## src/rtl/rtpx_pkg.sv

```systemverilog
`timescale 1ns / 1ps
`default_nettype none
// ----------------------------------------------------------------------------
// RTP extension packet checker package
// Shared sizes, protocol constants and the types passed between stages.
// ----------------------------------------------------------------------------
package rtpx_pkg;

  localparam int unsigned MAX_PACKET_BYTES = 2048;
  localparam int unsigned HEADER_BYTES     = 24;
  localparam int unsigned TRAILER_BYTES    = 4;

  // Byte counter saturates at MAX_PACKET_BYTES + 1
  localparam int unsigned CNT_W  = $clog2(MAX_PACKET_BYTES + 2);
  localparam int unsigned PLEN_W = 11;

  localparam logic [CNT_W-1:0] OVF_CNT = CNT_W'(MAX_PACKET_BYTES + 1);

  localparam logic [31:0] CRC_POLY    = 32'hEDB8_8320;
  localparam logic [31:0] CRC_INIT    = 32'hFFFF_FFFF;
  localparam logic [15:0] EXT_WORDS   = 16'd2;
  localparam logic [1:0]  RTP_VERSION = 2'd2;

  typedef struct packed {
    logic [7:0] data_byte;
    logic       last;
  } rtpx_beat_t;

  typedef struct packed {
    logic              status;
    logic              crc_valid;
    logic [PLEN_W-1:0] payload_length;
    logic [6:0]        payload_kind;
    logic              marker;
    logic [3:0]        csrc_count;
    logic [15:0]       seq_number;
    logic [31:0]       rtp_time;
    logic [31:0]       source_id;
    logic [15:0]       stream_number;
    logic [15:0]       seq_extension;
    logic [31:0]       media_time;
  } rtpx_result_t;

endpackage
`default_nettype wire

```

## src/rtl/rtpx_if.sv

```systemverilog
`timescale 1ns / 1ps
`default_nettype none
// ----------------------------------------------------------------------------
// RTP extension packet checker channels
// Valid/ready byte input channel and per-packet result channel.
// ----------------------------------------------------------------------------
interface rtpx_in_if;
  logic       valid;
  logic       ready;
  logic [7:0] data_byte;
  logic       last;

  modport source (output valid, output data_byte, output last, input ready);
  modport sink   (input valid, input data_byte, input last, output ready);
endinterface

interface rtpx_out_if;
  logic        valid;
  logic        ready;
  logic        status;
  logic        crc_valid;
  logic [10:0] payload_length;
  logic [6:0]  payload_kind;
  logic        marker;
  logic [3:0]  csrc_count;
  logic [15:0] seq_number;
  logic [31:0] rtp_time;
  logic [31:0] source_id;
  logic [15:0] stream_number;
  logic [15:0] seq_extension;
  logic [31:0] media_time;

  modport source (
    output valid, input ready,
    output status, output crc_valid, output payload_length, output payload_kind,
    output marker, output csrc_count, output seq_number, output rtp_time,
    output source_id, output stream_number, output seq_extension, output media_time
  );
  modport sink (
    input valid, output ready,
    input status, input crc_valid, input payload_length, input payload_kind,
    input marker, input csrc_count, input seq_number, input rtp_time,
    input source_id, input stream_number, input seq_extension, input media_time
  );
endinterface
`default_nettype wire

```

## src/rtl/rtp_ext_packet_checker_crc_core.sv

```systemverilog
`timescale 1ns / 1ps
`default_nettype none
// Throughput: one byte per cycle when no Stall holds it; the byte-wide unrolled
//   CRC-32 update sets the cycle. Path: a byte is registered at its transfer, then
//   folded into the packet state; a last byte's result goes to the result register.
// Stall: a last byte waits in the input register while a held result is not taken.
// Reset: rst_n is synchronous and active low; it clears the packet state,
//   sets profile_r to zero and empties both registers.
// ----------------------------------------------------------------------------
// RTP extension packet checker with CRC-32 trailer
// Parses a 24-byte RTP + extension + stream header from a byte stream,
// checks it, and detects a big-endian CRC-32 trailer at the end of the data.
// ----------------------------------------------------------------------------
module rtp_ext_packet_checker_crc_core (
  input  logic              clk,
  input  logic              rst_n,
  rtpx_in_if.sink           in_chan,
  rtpx_out_if.source        out_chan,
  input  logic              cfg_we,
  input  logic [15:0]       cfg_wdata
);

  rtpx_pkg::rtpx_beat_t   in_beat;
  rtpx_pkg::rtpx_beat_t   beat;
  rtpx_pkg::rtpx_result_t res_next;
  rtpx_pkg::rtpx_result_t res;
  logic                   beat_adv;
  logic                   res_load;
  logic                   out_free;
  logic                   out_vld;

  assign in_beat.data_byte = in_chan.data_byte;
  assign in_beat.last      = in_chan.last;

  // Input register: take a byte when empty or when the held one advances this cycle
  rtpx_in_stage u_in (
    .clk      (clk),
    .rst_n    (rst_n),
    .in_valid (in_chan.valid),
    .in_ready (in_chan.ready),
    .in_beat  (in_beat),
    .out_free (out_free),
    .beat_adv (beat_adv),
    .beat     (beat)
  );

  // Packet state: count, capture header, run trailer delay line and CRC
  rtpx_pkt_state u_state (
    .clk       (clk),
    .rst_n     (rst_n),
    .cfg_we    (cfg_we),
    .cfg_wdata (cfg_wdata),
    .beat_adv  (beat_adv),
    .beat      (beat),
    .res_load  (res_load),
    .res       (res_next)
  );

  // Result register: parts the result side from the byte side
  rtpx_out_stage u_out (
    .clk       (clk),
    .rst_n     (rst_n),
    .res_load  (res_load),
    .res_in    (res_next),
    .out_ready (out_chan.ready),
    .out_valid (out_vld),
    .out_free  (out_free),
    .res_out   (res)
  );

  // Drive the result transfer fields from the held result
  assign out_chan.valid          = out_vld;
  assign out_chan.status         = res.status;
  assign out_chan.crc_valid      = res.crc_valid;
  assign out_chan.payload_length = res.payload_length;
  assign out_chan.payload_kind   = res.payload_kind;
  assign out_chan.marker         = res.marker;
  assign out_chan.csrc_count     = res.csrc_count;
  assign out_chan.seq_number     = res.seq_number;
  assign out_chan.rtp_time       = res.rtp_time;
  assign out_chan.source_id      = res.source_id;
  assign out_chan.stream_number  = res.stream_number;
  assign out_chan.seq_extension  = res.seq_extension;
  assign out_chan.media_time     = res.media_time;

  a_load_into_free: assert property (@(posedge clk) disable iff (!rst_n)
    res_load |-> out_free)
    else $error("result loaded over a pending result");

  a_crc_only_accepted: assert property (@(posedge clk) disable iff (!rst_n)
    out_vld |-> !(res.crc_valid && res.status))
    else $error("crc_valid on a rejected packet");

  a_reject_no_payload: assert property (@(posedge clk) disable iff (!rst_n)
    (out_vld && res.status) |-> (res.payload_length == '0))
    else $error("rejected packet reports payload");

endmodule
`default_nettype wire

```

## src/rtl/rtpx_crc_byte.sv

```systemverilog
`timescale 1ns / 1ps
`default_nettype none
// ----------------------------------------------------------------------------
// RTP extension CRC byte update
// Reflected CRC-32 advanced by one byte, unrolled over its eight bits.
// ----------------------------------------------------------------------------
module rtpx_crc_byte (
  input  logic [31:0] crc_in,
  input  logic [7:0]  data_byte,
  output logic [31:0] crc_out
);

  logic [31:0] crc_work;

  always_comb begin
    crc_work = crc_in ^ {24'd0, data_byte};
    for (int k = 0; k < 8; k++) begin
      crc_work = crc_work[0] ? ((crc_work >> 1) ^ rtpx_pkg::CRC_POLY) : (crc_work >> 1);
    end
    crc_out = crc_work;
  end

endmodule
`default_nettype wire

```

## src/rtl/rtpx_in_stage.sv

```systemverilog
`timescale 1ns / 1ps
`default_nettype none
// ----------------------------------------------------------------------------
// RTP extension input register
// Holds one accepted byte until the packet state takes it.
// ----------------------------------------------------------------------------
module rtpx_in_stage (
  input  logic                clk,
  input  logic                rst_n,
  input  logic                in_valid,
  output logic                in_ready,
  input  rtpx_pkg::rtpx_beat_t in_beat,
  input  logic                out_free,
  output logic                beat_adv,
  output rtpx_pkg::rtpx_beat_t beat
);

  logic                 vld_r;
  rtpx_pkg::rtpx_beat_t beat_r;

  // A last byte needs room in the result register; other bytes always advance
  assign beat_adv = vld_r && (!beat_r.last || out_free);
  assign in_ready = !vld_r || beat_adv;
  assign beat     = beat_r;

  always_ff @(posedge clk) begin
    if (!rst_n) begin
      vld_r <= 1'b0;
    end else if (in_ready) begin
      vld_r <= in_valid;
    end
  end

  always_ff @(posedge clk) begin
    if (in_valid && in_ready) begin
      beat_r <= in_beat;
    end
  end

endmodule
`default_nettype wire

```

## src/rtl/rtpx_pkt_state.sv

```systemverilog
`timescale 1ns / 1ps
`default_nettype none
// ----------------------------------------------------------------------------
// RTP extension packet state
// Byte count, header capture, trailer delay line and CRC; builds the result.
// ----------------------------------------------------------------------------
module rtpx_pkt_state (
  input  logic                   clk,
  input  logic                   rst_n,
  input  logic                   cfg_we,
  input  logic [15:0]            cfg_wdata,
  input  logic                   beat_adv,
  input  rtpx_pkg::rtpx_beat_t   beat,
  output logic                   res_load,
  output rtpx_pkg::rtpx_result_t res
);

  localparam int unsigned CW = rtpx_pkg::CNT_W;
  localparam int unsigned HB = rtpx_pkg::HEADER_BYTES;

  logic [CW-1:0] cnt_r, cnt_nxt;
  logic [7:0]    hdr_r   [HB];
  logic [7:0]    hdr_nxt [HB];
  logic [31:0]   crc_r, crc_nxt, crc_step;
  logic [31:0]   tail_r, tail_nxt;
  logic          ovf_r, ovf_nxt;
  logic [15:0]   profile_r;

  logic          reject;
  logic          crc_ok;
  logic [CW-1:0] data_cnt;
  logic [CW-1:0] plen;

  rtpx_crc_byte u_crc (
    .crc_in    (crc_r),
    .data_byte (tail_r[31:24]),
    .crc_out   (crc_step)
  );

  always_comb begin
    cnt_nxt  = cnt_r;
    hdr_nxt  = hdr_r;
    crc_nxt  = crc_r;
    tail_nxt = tail_r;
    ovf_nxt  = ovf_r;
    if (beat_adv && !ovf_r) begin
      cnt_nxt = cnt_r + CW'(1);
      if (cnt_nxt > CW'(rtpx_pkg::MAX_PACKET_BYTES)) begin
        ovf_nxt = 1'b1;
      end else if (cnt_r < CW'(HB)) begin
        for (int i = 0; i < HB; i++) begin
          if (cnt_r == CW'(i)) begin
            hdr_nxt[i] = beat.data_byte;
          end
        end
      end else begin
        // Feed the byte leaving the delay line once four data bytes are held
        if (cnt_r >= CW'(HB + rtpx_pkg::TRAILER_BYTES)) begin
          crc_nxt = crc_step;
        end
        tail_nxt = {tail_r[23:0], beat.data_byte};
      end
    end
  end

  assign res_load = beat_adv && beat.last;

  always_comb begin
    reject = ovf_nxt
          || (cnt_nxt < CW'(HB))
          || (hdr_nxt[0][7:6] != rtpx_pkg::RTP_VERSION)
          || !hdr_nxt[0][4]
          || ({hdr_nxt[12], hdr_nxt[13]} != profile_r)
          || ({hdr_nxt[14], hdr_nxt[15]} != rtpx_pkg::EXT_WORDS);
    data_cnt = cnt_nxt - CW'(HB);
    crc_ok   = !reject
            && (data_cnt >= CW'(rtpx_pkg::TRAILER_BYTES))
            && (data_cnt[1:0] == 2'd0)
            && ((crc_nxt ^ rtpx_pkg::CRC_INIT) == tail_nxt);
    if (reject) begin
      plen = '0;
    end else if (crc_ok) begin
      plen = data_cnt - CW'(rtpx_pkg::TRAILER_BYTES);
    end else begin
      plen = data_cnt;
    end

    res.status         = reject;
    res.crc_valid      = crc_ok;
    res.payload_length = plen[rtpx_pkg::PLEN_W-1:0];
    res.payload_kind   = hdr_nxt[1][6:0];
    res.marker         = hdr_nxt[1][7];
    res.csrc_count     = hdr_nxt[0][3:0];
    res.seq_number     = {hdr_nxt[2], hdr_nxt[3]};
    res.rtp_time       = {hdr_nxt[4], hdr_nxt[5], hdr_nxt[6], hdr_nxt[7]};
    res.source_id      = {hdr_nxt[8], hdr_nxt[9], hdr_nxt[10], hdr_nxt[11]};
    res.stream_number  = {hdr_nxt[16], hdr_nxt[17]};
    res.seq_extension  = {hdr_nxt[18], hdr_nxt[19]};
    res.media_time     = {hdr_nxt[20], hdr_nxt[21], hdr_nxt[22], hdr_nxt[23]};
  end

  always_ff @(posedge clk) begin
    if (!rst_n) begin
      profile_r <= '0;
    end else if (cfg_we) begin
      profile_r <= cfg_wdata;
    end
  end

  // Drop all packet state after the last byte
  always_ff @(posedge clk) begin
    if (!rst_n || res_load) begin
      cnt_r  <= '0;
      crc_r  <= rtpx_pkg::CRC_INIT;
      tail_r <= '0;
      ovf_r  <= 1'b0;
      for (int i = 0; i < HB; i++) begin
        hdr_r[i] <= '0;
      end
    end else begin
      cnt_r  <= cnt_nxt;
      crc_r  <= crc_nxt;
      tail_r <= tail_nxt;
      ovf_r  <= ovf_nxt;
      hdr_r  <= hdr_nxt;
    end
  end

  a_ovf_saturates: assert property (@(posedge clk) disable iff (!rst_n)
    ovf_r |-> (cnt_r == rtpx_pkg::OVF_CNT))
    else $error("oversize flag set without saturated count");

  a_clear_after_last: assert property (@(posedge clk) disable iff (!rst_n)
    res_load |=> (cnt_r == '0) && !ovf_r && (crc_r == rtpx_pkg::CRC_INIT))
    else $error("packet state not cleared after last byte");

  a_count_bounded: assert property (@(posedge clk) disable iff (!rst_n)
    cnt_r <= rtpx_pkg::OVF_CNT)
    else $error("byte count beyond saturation");

endmodule
`default_nettype wire

```

## src/rtl/rtpx_out_stage.sv

```systemverilog
`timescale 1ns / 1ps
`default_nettype none
// ----------------------------------------------------------------------------
// RTP extension result register
// Holds one packet result until the output transfer completes.
// ----------------------------------------------------------------------------
module rtpx_out_stage (
  input  logic                   clk,
  input  logic                   rst_n,
  input  logic                   res_load,
  input  rtpx_pkg::rtpx_result_t res_in,
  input  logic                   out_ready,
  output logic                   out_valid,
  output logic                   out_free,
  output rtpx_pkg::rtpx_result_t res_out
);

  logic                   vld_r;
  rtpx_pkg::rtpx_result_t res_r;

  assign out_free  = !vld_r || out_ready;
  assign out_valid = vld_r;
  assign res_out   = res_r;

  always_ff @(posedge clk) begin
    if (!rst_n) begin
      vld_r <= 1'b0;
    end else if (res_load) begin
      vld_r <= 1'b1;
    end else if (out_ready) begin
      vld_r <= 1'b0;
    end
  end

  always_ff @(posedge clk) begin
    if (res_load) begin
      res_r <= res_in;
    end
  end

endmodule
`default_nettype wire

```

## src/flat_wrapper.sv

```systemverilog
// flat-port wrapper written by rule: the top's interface ports become plain ports
module rtp_ext_packet_checker_crc_core_flat 
  (clk, rst_n, cfg_we, cfg_wdata, in_chan_valid, in_chan_data_byte, in_chan_last, in_chan_ready, out_chan_valid, out_chan_ready, out_chan_status, out_chan_crc_valid, out_chan_payload_length, out_chan_payload_kind, out_chan_marker, out_chan_csrc_count, out_chan_seq_number, out_chan_rtp_time, out_chan_source_id, out_chan_stream_number, out_chan_seq_extension, out_chan_media_time);
  rtpx_in_if in_chan_i ();
  rtpx_out_if out_chan_i ();
  input  logic clk;
  input  logic rst_n;
  input  logic cfg_we;
  input  logic [15:0] cfg_wdata;
  input wire logic [$bits(in_chan_i.valid)-1:0] in_chan_valid;
  input wire logic [$bits(in_chan_i.data_byte)-1:0] in_chan_data_byte;
  input wire logic [$bits(in_chan_i.last)-1:0] in_chan_last;
  output wire logic [$bits(in_chan_i.ready)-1:0] in_chan_ready;
  output wire logic [$bits(out_chan_i.valid)-1:0] out_chan_valid;
  input wire logic [$bits(out_chan_i.ready)-1:0] out_chan_ready;
  output wire logic [$bits(out_chan_i.status)-1:0] out_chan_status;
  output wire logic [$bits(out_chan_i.crc_valid)-1:0] out_chan_crc_valid;
  output wire logic [$bits(out_chan_i.payload_length)-1:0] out_chan_payload_length;
  output wire logic [$bits(out_chan_i.payload_kind)-1:0] out_chan_payload_kind;
  output wire logic [$bits(out_chan_i.marker)-1:0] out_chan_marker;
  output wire logic [$bits(out_chan_i.csrc_count)-1:0] out_chan_csrc_count;
  output wire logic [$bits(out_chan_i.seq_number)-1:0] out_chan_seq_number;
  output wire logic [$bits(out_chan_i.rtp_time)-1:0] out_chan_rtp_time;
  output wire logic [$bits(out_chan_i.source_id)-1:0] out_chan_source_id;
  output wire logic [$bits(out_chan_i.stream_number)-1:0] out_chan_stream_number;
  output wire logic [$bits(out_chan_i.seq_extension)-1:0] out_chan_seq_extension;
  output wire logic [$bits(out_chan_i.media_time)-1:0] out_chan_media_time;
  assign in_chan_i.valid = in_chan_valid;
  assign in_chan_i.data_byte = in_chan_data_byte;
  assign in_chan_i.last = in_chan_last;
  assign in_chan_ready = in_chan_i.ready;
  assign out_chan_valid = out_chan_i.valid;
  assign out_chan_i.ready = out_chan_ready;
  assign out_chan_status = out_chan_i.status;
  assign out_chan_crc_valid = out_chan_i.crc_valid;
  assign out_chan_payload_length = out_chan_i.payload_length;
  assign out_chan_payload_kind = out_chan_i.payload_kind;
  assign out_chan_marker = out_chan_i.marker;
  assign out_chan_csrc_count = out_chan_i.csrc_count;
  assign out_chan_seq_number = out_chan_i.seq_number;
  assign out_chan_rtp_time = out_chan_i.rtp_time;
  assign out_chan_source_id = out_chan_i.source_id;
  assign out_chan_stream_number = out_chan_i.stream_number;
  assign out_chan_seq_extension = out_chan_i.seq_extension;
  assign out_chan_media_time = out_chan_i.media_time;
  rtp_ext_packet_checker_crc_core u_core (.clk(clk), .rst_n(rst_n), .in_chan(in_chan_i), .out_chan(out_chan_i), .cfg_we(cfg_we), .cfg_wdata(cfg_wdata));
endmodule
```

## config.mk

```make
export PLATFORM = sky130hd
export DESIGN_NAME = rtp_ext_packet_checker_crc_core_flat
export DESIGN_NICKNAME = d
export VERILOG_FILES = /design/src/rtl/rtpx_pkg.sv /design/src/rtl/rtpx_if.sv /design/src/rtl/rtp_ext_packet_checker_crc_core.sv /design/src/rtl/rtpx_crc_byte.sv /design/src/rtl/rtpx_in_stage.sv /design/src/rtl/rtpx_pkt_state.sv /design/src/rtl/rtpx_out_stage.sv /design/src/flat_wrapper.sv
export SDC_FILE = /design/constraint.sdc
export NUM_CORES = 1
export LEC_CHECK = 0
export ABC_CLOCK_PERIOD_IN_PS = 5800
export BUFFER_PORTS_ARGS = -buffer_cell sky130_fd_sc_hd__buf_4
export CAP_MARGIN = 10
export CORE_UTILIZATION = 54
export DETAILED_ROUTE_END_ITERATION = 8
export GPL_TIMING_DRIVEN = 0
export PLACE_DENSITY = 0.77
export SYNTH_ARGS = -nofsm -noshare
export SYNTH_HDL_FRONTEND = slang
export SYNTH_HIERARCHICAL = 1
export SYNTH_SLANG_ARGS = --single-unit
```

## constraint.sdc

```tcl
create_clock -name clk -period 5.8 [get_ports clk]
set_input_delay 1.16 -clock clk [delete_from_list [all_inputs] [get_ports clk]]
set_output_delay 1.16 -clock clk [all_outputs]
set_load 0.01 [all_outputs]
```

; Word-level counts from Yosys, hierarchy flattened
; Index checks and enable logic that the tools add are counted.
; W data, S select, Z words.
[classes]
eq_ne = 27
mux = 48
reduce_logical = 27
add_sub_neg = 3
magnitude_cmp = 5
n_bitwise = 11
[ops]
columns = op, n
row1 = $mux W192, 3
row2 = $mux W32, 15
row3 = $mux W8, 24
row4 = $not A13 Y14, 8
row5 = $eq A12 B4 Y1 const B, 8
row6 = $eq A12 B5 Y1 const B, 8
row7 = $eq A12 B3 Y1 const B, 4
row8 = $eq A32 B32 Y1, 1
row9 = $not A32 Y32, 1
row10 = $xor A32 B8 Y32, 1
row11 = $eq A12 B2 Y1 const B, 2
row12 = $lt A12 B5 Y1 const B, 2
row13 = $ne A16 B16 Y1, 1
row14 = $ne A16 B2 Y1 const B, 1
row15 = $add A12 B1 Y12 const B, 1
row16 = $eq A12 B1 Y1 const B, 1
row17 = $ge A12 B3 Y1 const B, 1
row18 = $ge A12 B5 Y1 const B, 1
row19 = $gt A12 B12 Y1 const B, 1
row20 = $logic_not A12 Y1, 1
row21 = $mux W12, 1
row22 = $sub A12 B5 Y12 const B, 1
row23 = $mux W11, 1
row24 = $sub A11 B3 Y11 const B, 1
row25 = other kinds (9), 32
[word_totals]
reg_bits = 465
output_inout_bits = 171
elab_cells = 167
input_bits = 30

; Logic depth before layout (Yosys ltp)
; Gate-level depths: netlist of the first run.
[logic_depth]
depth_word = 25
ltp_mapped = 18
mapped_depth_nobuf = 17

; Hierarchy
; Netlist of the first run, hierarchy kept.
[by_module_without_submodules]
columns = mod, cells_each, seq_area_each_um2, area_per_inst_um2, instances
row1 = rtpx_pkt_state, 1471, 5685.5, 14041.0, 1
row2 = rtpx_out_stage, 173, 5094.9, 5123.7, 1
row3 = rtpx_crc_byte, 67, 0.0, 924.6, 1
row4 = rtpx_in_stage, 16, 290.3, 345.3, 1

; Worst setup path after synthesis of the first run
; OpenSTA, ideal clock, no wires.
[synth_path]
path_kind = input to register
startpoint = in out_chan_ready
endpoint = reg u_core.u_out.res_r (netlist bit u_core/u_out/res_out[0]) (enable)
path_buffers = 0
t_required_ns = 5.279
path_stages = 5
path_slack_ns = 0.226
setup_ns = 0.521
arrival_ns = 5.053
path_cell_list = nand2b_4 -> inv_1 -> a21boi_0 -> nand2_1 -> inv_1
[synth_between]
elab_chain_cells = 4
[synth_lines]
columns = item, line
row1 = start: declaration, flat_wrapper.sv:15  ; input wire logic [$bits(out_chan_i.ready)-1:0] out_chan_ready;
row2 = $logic_or A1 B1 Y1, rtpx_out_stage.sv:21  ; assign out_free = !vld_r || out_ready;
row3 = $logic_or A1 B1 Y1, rtpx_in_stage.sv:22  ; assign beat_adv = vld_r && (!beat_r.last || out_free);
row4 = $logic_and A1 B1 Y1, rtpx_in_stage.sv:22
row5 = named net u_core.beat_adv, rtp_ext_packet_checker_crc_core.sv:27  ; logic beat_adv;
row6 = $logic_and A1 B1 Y1, rtpx_pkt_state.sv:66  ; assign res_load = beat_adv && beat.last;
row7 = named net u_core.res_load, rtp_ext_packet_checker_crc_core.sv:28  ; logic res_load;
row8 = end signal: assignment, rtpx_out_stage.sv:37  ; res_r <= res_in;
row9 = end: declaration, rtpx_out_stage.sv:19  ; rtpx_pkg::rtpx_result_t res_r;
; The timed path passes the listed nets, and every way through them passes these cells.
; A chain may end at the register's enable or synchronous reset.

; Worst setup path in the final report of the first run
[layout_path]
startpoint = in out_chan_ready
endpoint = reg u_core.u_out.res_r (netlist bit u_core/u_out/res_out[161]), data pin
[layout_between]
elab_chain_cells = 16
elab_cells_between_ends = 30
cone_classes = add/sub: 2 / order compare: 2 / eq/ne: 4 / mux: 6 / bitwise: 1 / reduce/logical: 15
[layout_lines]
columns = item, line
row1 = $logic_or A1 B1 Y1 (*), rtpx_out_stage.sv:21
row2 = named net u_core.out_free, rtp_ext_packet_checker_crc_core.sv:29  ; logic out_free;
row3 = $logic_or A1 B1 Y1 (*), rtpx_in_stage.sv:22
row4 = $logic_and A1 B1 Y1 (*), rtpx_in_stage.sv:22
row5 = named net u_core.beat_adv, rtp_ext_packet_checker_crc_core.sv:27
row6 = $logic_and A1 B1 Y1 (*), rtpx_pkt_state.sv:46  ; if (beat_adv && !ovf_r) begin
row7 = branches (longest 12 deep; another with $sub A12 B5 Y12), -
; Mark *: on every way through the listed nets, which the timed path passes.

==> summary.txt, run 1 <==
Status: finished, final reports clean
Final hold slack: 0.449 ns
Setup violators final: 0
Mean area per synthesized cell: 11.8 µm²
Hold_buf cts: 0
Die Ht: 197 µm
Switching power: 0.00148 W
Ys Warns: 6
Most used DFF post-synth: dfxtp_1
CTS tree: done
Cells after synthesis: 1727
Vias: 13521
Top fanout value on the critical path: 10
Register area share after synthesis: 0.542
Hold WC Path Type: register to register
Count of pins over their slew limit: 0
Clk pwr share: 0.459
Logic pwr share: 0.039
Final wirelength: 50400 µm
Sequential fraction of design power: 0.502
Number of diodes: 0
Net Sw Frac: 0.217
CTS Buf Count: 47
Routability Congestion: 0.941
Layout area overhead: 18.6%
Arrival time of the worst setup path: 5.77 ns
Flop-to-flop setup slack: 0.66 ns
H-tree Lvls: 2
Initial DRC Count: 930
Routed vias/inst: 5.37
Pin count of the biggest net entering global routing: 113
Share of the synthesized area in the top cell type: 0.280
Cell Rows: 70
CP required: 6.12 ns
PortBufs: 199
Post-synth EDFFs: 178
Reg clk slew, reported paths: 0.06 ns
Leakage: 10.2 nW
Relative slew slack: 0.303
1st-pass router iterations: 5
Setup ws final: 0.352 ns
Pwr Density: 282 nW/µm²
Startpoint Class: input pin
Clk_skew: 0.0276 ns
Die area: 38600 µm²
DRC errors left: 0
Pre-CTS worst setup slack: -0.758 ns
Inst Count DP: 2431
Ranking of synthesized cells by area: dfxtp_1 (28%), edfxtp_1 (26%), mux2_2 (8.6%)
Hold depth: 2
Worst slew pin tran: 1.05 ns
Clock latency on the worst-skew pair: 0.60 ns
Worst vdd ir: 0.246 mV
Int Pwr: 0.00536 W
Grt total ovfl: 0
Crit path time final: 5.45 ns
Synthesized area: 20400 µm²
Clock tree buffer depth: 3
Die Wd: 197 µm
Period utilization: 0.939
Synth cell count leaders: dfxtp_1 (286), edfxtp_1 (178), and2_1 (164), buf_4 (160), mux2_2 (156)
CTS sink cnt: 464
R2R Path Start: u_core/u_state/cnt_r[1]
#FFs+latches synth: 464
Achievable frequency: 0.184 GHz
Final Instance Count excl. Fillers: 2519
GRT Overall Usage: 0.263
Final Hold Viols: 0
CTS Root Cell: clkbuf_16
Syn Nets: 1765
Post-Route Utilization: 0.656
Fin nets: 2015
Per-cell routed wire length: 20.0 µm
Global-route wire length before repair: 77500 µm
Most common cell in the netlist: dfxtp_1
Worst setup EP type: register
CP Class: input pin to register
Layout cells sized above 1: 0.319
Unrepaired setup endpoints after global routing: no
MaxCap Viol Count: 0
I/O pin total: 201
Vias in the first global route: 13525
Reg2Reg Depth: 15
Reg-to-reg endpoint: u_core/u_out/res_out[161]
Area of the core: 37000 µm²
Cell taking the most area after synthesis: dfxtp_1
HP Start: u_core/u_state/hdr_r[65]
Ys async rst share: 0
Antenna Nets Post-Route: 0
Final Power: 0.00684 W
Starting Density: 0.553
Synth cell types: 67
Post-DP HPWL: 34900 µm
Hold Path Sink: u_core/u_state/hdr_r[65]
Initial antenna violation count: 1
## through the flow
step / area, µm² / setup TNS [ns]
floorplan: 20400 / 0
global placement: 22600 / -327.25
detailed placement: 22600 / -5.76
CTS: 24200 / 0
global route: 24200 / 0
finish: 24200 / 0
## cells in the final DEF (no fill, tap or decap), types with 7 or more instances in the layout
cell,synthesis,layout
buf_4,160,360
dfxtp_1,286,286
edfxtp_1,178,178
and2_1,164,164
mux2_2,156,156
nand2_1,103,103
clkbuf_1,83,89
nor2_1,79,79
xnor2_1,72,72
clkbuf_16,0,47
a21boi_0,44,43
a32oi_1,42,42
mux2i_1,41,41
xor2_1,36,36
and3_1,32,32
a21oi_1,25,25
nand3_1,20,20
nor2b_1,18,18
nand4_1,13,13
buf_2,12,12
clkinv_2,0,11
inv_1,12,11
nor4_1,13,11
nor3_1,11,11
clkbuf_8,0,10
or4_1,10,10
xnor3_1,10,10
o21ai_0,8,8
ha_1,8,8
xnor2_2,7,7
or3_1,7,7
o22ai_1,7,7
## routing by layer
layer / up-vias / wire, µm / global-route usage / part of all wire
met2: 467 / 23600 / 0.426 / 0.47
met3: 90 / 3860 / 0.0683 / 0.077
met4: 0 / 1320 / 0.0784 / 0.026
met1: 6599 / 21600 / 0.346 / 0.43
li1: 6365 / - / - / -
met5: - / 0 / 0 / 0
## how the worst max path moves through the flow
stage,start,depth (start not counted),end,slack (ns)
5_1_grt,out_chan_ready,19,u_core/u_out/res_out[161],0.16
3_5_place_dp,out_chan_ready,17,u_core/u_out/res_out[161],-0.76
4_1_cts,out_chan_ready,17,u_core/u_out/res_out[161],0.11
3_3_place_gp,out_chan_ready,6,u_core/u_out/res_out[75],-1.92
6_report,out_chan_ready,17,u_core/u_out/res_out[161],0.35
2_1_floorplan,out_chan_ready,5,u_core/u_out/res_out[0],0.23
## cell families after synthesis
| logic type | after synthesis | share of synthesized area |
|---|---|---|
| XOR/XNOR | 136 | 0.0754 |
| buffers and inverters | 274 | 0.0820 |
| multiplexers | 198 | 0.107 |
| AND/OR/NAND/NOR | 489 | 0.130 |
| flip-flops | 464 | 0.542 |
| AO/OA/AOI/OAI | 158 | 0.0588 |
| adder cells (fa/ha/maj) | 8 | 0.00490 |
## worst max-delay path, cell delays in order
cell	delay (ns)
buf_4	0.08
nand2b_4	0.13
inv_1	0.05
a21boi_2	0.36
nand2b_1	0.18
a31oi_1	0.34
clkbuf_1	0.42
clkbuf_1	0.38
clkbuf_1	0.50
a32oi_1	0.28
xnor2_1	0.21
nor4_1	0.40
o2111ai_1	0.33
nor4_2	0.46
mux2i_1	0.26
xor2_1	0.18
nor2_1	0.06
## sequential cells by signal, summed over array words and instances, names as in the netlist, 9 cells and up
register                  cells
u_core/u_state/hdr_r        191
u_core/u_state/cnt_r         12
u_core/u_out/res_out        169
u_core/u_in/beat              9
u_core/u_state/tail_r        32
u_core/u_state/profile_r     16
u_core/u_state/crc_r         32
## power by group through the flow
stage	Combinational, W	Clock (W)	Sequential, W
after floorplan	0.000117	0	0.00352
after global placement	0.000258	0	0.00352
after CTS	0.000265	0.00319	0.00344
after detailed placement	0.000263	0	0.00351
after global routing	0.000285	0.00332	0.00344
final	0.000267	0.00314	0.00344
## layout make-up
type / count / area, µm²
buffer: 262 / 1630
tap: 504 / 631
timing repair buffer: 201 / 1530
clock buffer: 64 / 1340
clock inverter: 23 / 279
inverter: 12 / 52.6
fill: 2878 / 12700
multi-input combinational: 989 / 7700
sequential: 464 / 11100
## repair_timing
item                                    4_1_cts  5_1_grt
pin swaps                                     0        1
setup buffers                                 0        1
endpoints found under the setup margin        5        9
gates resized for setup                       1        5
hold endpoints to repair                      0        0
No activity file was read; power rests on OpenSTA's default activity.
==> run 2, diff against run 1 <==
- CORE_UTILIZATION: 54 -> 53
- GPL_ROUTABILITY_DRIVEN: not set -> 0
- PLACE_DENSITY: 0.77 -> 0.76
- SYNTH_HIERARCHICAL: 1 -> not set
==> run 2 against run 1 <==
Compared with the run above: die area fell by 5.8%; critical path depth fell by 1; sequential share of layout area rose by 3.3 points; maximum frequency fell by 0.56%; final cell count fell by 4.8%; synthesized cell count fell by 4.2%; first-iteration DRC count rose by 30%; wire length fell by 6.2%; global-route usage fell by 0.48 points; critical endpoint is now u_core.u_out.res_out[165].
==> summary.txt, run 2 <==
Post-synth EDFFs: 178
Synth cell types: 69
Most used DFF post-synth: dfxtp_1
Cell Rows: 68
Period utilization: 0.945
Count of pins over their slew limit: 0
Syn Nets: 1693
Layout area overhead: 19.7%
PortBufs: 199
Pin count of the biggest net entering global routing: 36
Final wirelength: 47300 µm
Post-DP Area: 21100 µm²
Per-cell routed wire length: 19.7 µm
Max reg flops: 191
Mean area per synthesized cell: 11.4 µm²
Area of the core: 34800 µm²
Cell area after layout: 22600 µm²
CTS Buf Count: 46
Unrepaired setup endpoints after global routing: no
Starting Density: 0.542
Most common cell in the netlist: dfxtp_1
CTS Root Cell: clkbuf_16
Synth cell count leaders: dfxtp_1 (286), edfxtp_1 (178), and2_1 (162), nand2_1 (126), mux2_2 (119)
CTS tree: done
Worst slew pin tran: 0.991 ns
MaxCap Viol Count: 0
CTS sink cnt: 464
Cells after synthesis: 1655
Clock tree buffer depth: 3
Top fanout value on the critical path: 10
Worst setup EP type: register
Cell taking the most area after synthesis: dfxtp_1
Vias: 13704
Post-DP HPWL: 33100 µm
Hold Path Sink: u_core.u_state.hdr_r[77]
Worst vdd ir: 0.267 mV
Die Ht: 191 µm
Final Instance Count excl. Fillers: 2397
Layout cells sized above 1: 0.227
Number of diodes: 0
CP required: 6.09 ns
Final hold slack: 0.465 ns
Die area: 36400 µm²
#FFs+latches synth: 464
DRC errors left: 0
# fillers: 2640
1st-pass router iterations: 5
Pwr Density: 296 nW/µm²
Ranking of synthesized cells by area: dfxtp_1 (30%), edfxtp_1 (28%), mux2_2 (7.1%)
Share of the synthesized area in the top cell type: 0.303
Status: finished, final reports clean
R2R Path Start: u_core.u_state.cnt_r[0]
HP Start: u_core.u_state.hdr_r[77]
Reg clk slew, reported paths: 0.06 ns
Crit path time final: 5.48 ns
Leakage: 8.80 nW
GRT Overall Usage: 0.258
I/O pin total: 201
Reg-to-reg endpoint: u_core.u_out.res_out[165]
Hold WC Path Type: register to register
Commonest non-fill, non-tap cell in the layout: dfxtp_1
Synthesized area: 18900 µm²
Register area share after synthesis: 0.587
Clock latency on the worst-skew pair: 0.56 ns
CP Class: input pin to register
Relative slew slack: 0.333
Antenna Nets Post-Route: 0
Clk_skew: 0.0183 ns
Fin nets: 1944
Hold depth: 2
Grt total ovfl: 0
Die Wd: 191 µm
Hold_buf cts: 0
Flop-to-flop setup slack: 0.43 ns
Achievable frequency: 0.183 GHz
Inst Count DP: 2314
Global-route wire length before repair: 72300 µm
Setup violators final: 0
Largest Register: u_core.u_state.hdr_r
Ys async rst share: 0
Vias in the first global route: 13096
Ys Warns: 0
Reg2Reg Depth: 16
Startpoint Class: input pin
Initial DRC Count: 1205
Final Hold Viols: 0
Arrival time of the worst setup path: 5.76 ns
H-tree Lvls: 2
Most frequent cells in the layout: dfxtp_1 (286), buf_4 (202), edfxtp_1 (178)
Routed vias/inst: 5.72
Initial antenna violation count: 0
-- run 2: cell count changes after synthesis, sizes merged, moves of 11 or more --
cell / previous run / this run
nand3: 22 / 73
nor3: 11 / 26
mux2: 157 / 119
buf: 178 / 21
o21ai: 8 / 100
a21boi: 46 / 4
and3: 32 / 11
a32oi: 43 / 1
nand2: 103 / 126
xnor3: 12 / 0
nand4: 14 / 25
nor2: 79 / 64
xnor2: 81 / 69
a21oi: 25 / 63
-- run 2: timing repair --
action	CTS	global route
gates resized for setup	0	11
buffers inserted	0	0
endpoints found under the setup margin	0	13
-- run 2: how the worst max path moves through the flow --
stage,slack (ns),start,endpoint
6_report,0.32,out_chan_ready,u_core.u_out.res_out[165]
5_1_grt,0.05,out_chan_ready,u_core.u_out.res_out[165]
4_1_cts,0.02,u_core.u_state.cnt_r[0],u_core.u_out.res_out[165]
3_5_place_dp,-0.38,out_chan_ready,u_core.u_out.res_out[165]
3_3_place_gp,-0.68,out_chan_ready,u_core.u_state.hdr_r[39]
2_1_floorplan,0.65,out_chan_ready,u_core.u_out.res_out[165]
-- run 2: kinds of logic after synthesis --
logic type | count (synthesis) | share of synthesized area
mux | 163 | 0.0943
buf+inv | 111 | 0.0246
compound gates | 232 | 0.0735
xor+xnor | 111 | 0.0543
simple gates | 566 | 0.161
fa+ha+maj | 8 | 0.00530
flops | 464 | 0.587
-- run 2: metrics by stage --
step	setup WS, ns	utilization	total power (W)	setup TNS, ns
floorplan	0.647	-	0.00363	0
CTS	0.0246	0.649	0.00671	0
finish	0.321	0.649	0.00668	0
detailed placement	-0.378	0.605	0.00377	-1.55
global route	0.0518	0.649	0.00686	0
global placement	-0.682	0.602	0.00376	-88.94
-- run 2: worst max-delay path: stages --
cell	delay, ns
buf_4	0.11
and3b_1	0.31
clkbuf_1	0.41
nor2_2	0.17
o21ai_2	0.19
clkbuf_2	0.37
clkbuf_1	0.44
o21ai_0	0.20
a221oi_1	0.37
o211ai_1	0.13
nor4_1	0.50
o2111ai_1	0.36
or3_1	0.39
buf_2	0.17
o41ai_1	0.35
a21oi_1	0.11
-- run 2: metal layers --
layer  global-route usage  vias to the layer above  share of wire
met5                    0                        -              0
met3               0.0381                      117          0.078
met4               0.0948                        0          0.031
li1                     -                     6354              -
met1                0.341                     6617           0.42
met2                0.430                      616           0.47
-- run 2: area by class of cell --
| cell class | count | area, µm² | share of cell area |
|---|---|---|---|
| buffer | 96 | 413 | 0.0183 |
| inverter | 14 | 52.6 | 0.00233 |
| tap | 455 | 569 | 0.0252 |
| clock buffer | 62 | 1250 | 0.0554 |
| clock inverter | 22 | 268 | 0.0119 |
| sequential | 464 | 11100 | 0.490 |
| timing repair buffer | 204 | 1600 | 0.0709 |
| multi-input combinational | 1080 | 7370 | 0.326 |
-- run 2: report_power, final --
group | total, W | internal, W | leakage [nW] | switching, W
sequential | 0.00344 | 0.00341 | 4.00 | 0.0000256
clock | 0.00298 | 0.00175 | 0.747 | 0.00123
combinational | 0.000258 | 0.0000876 | 4.05 | 0.000170
total | 0.00668 | 0.00525 | 8.80 | 0.00143
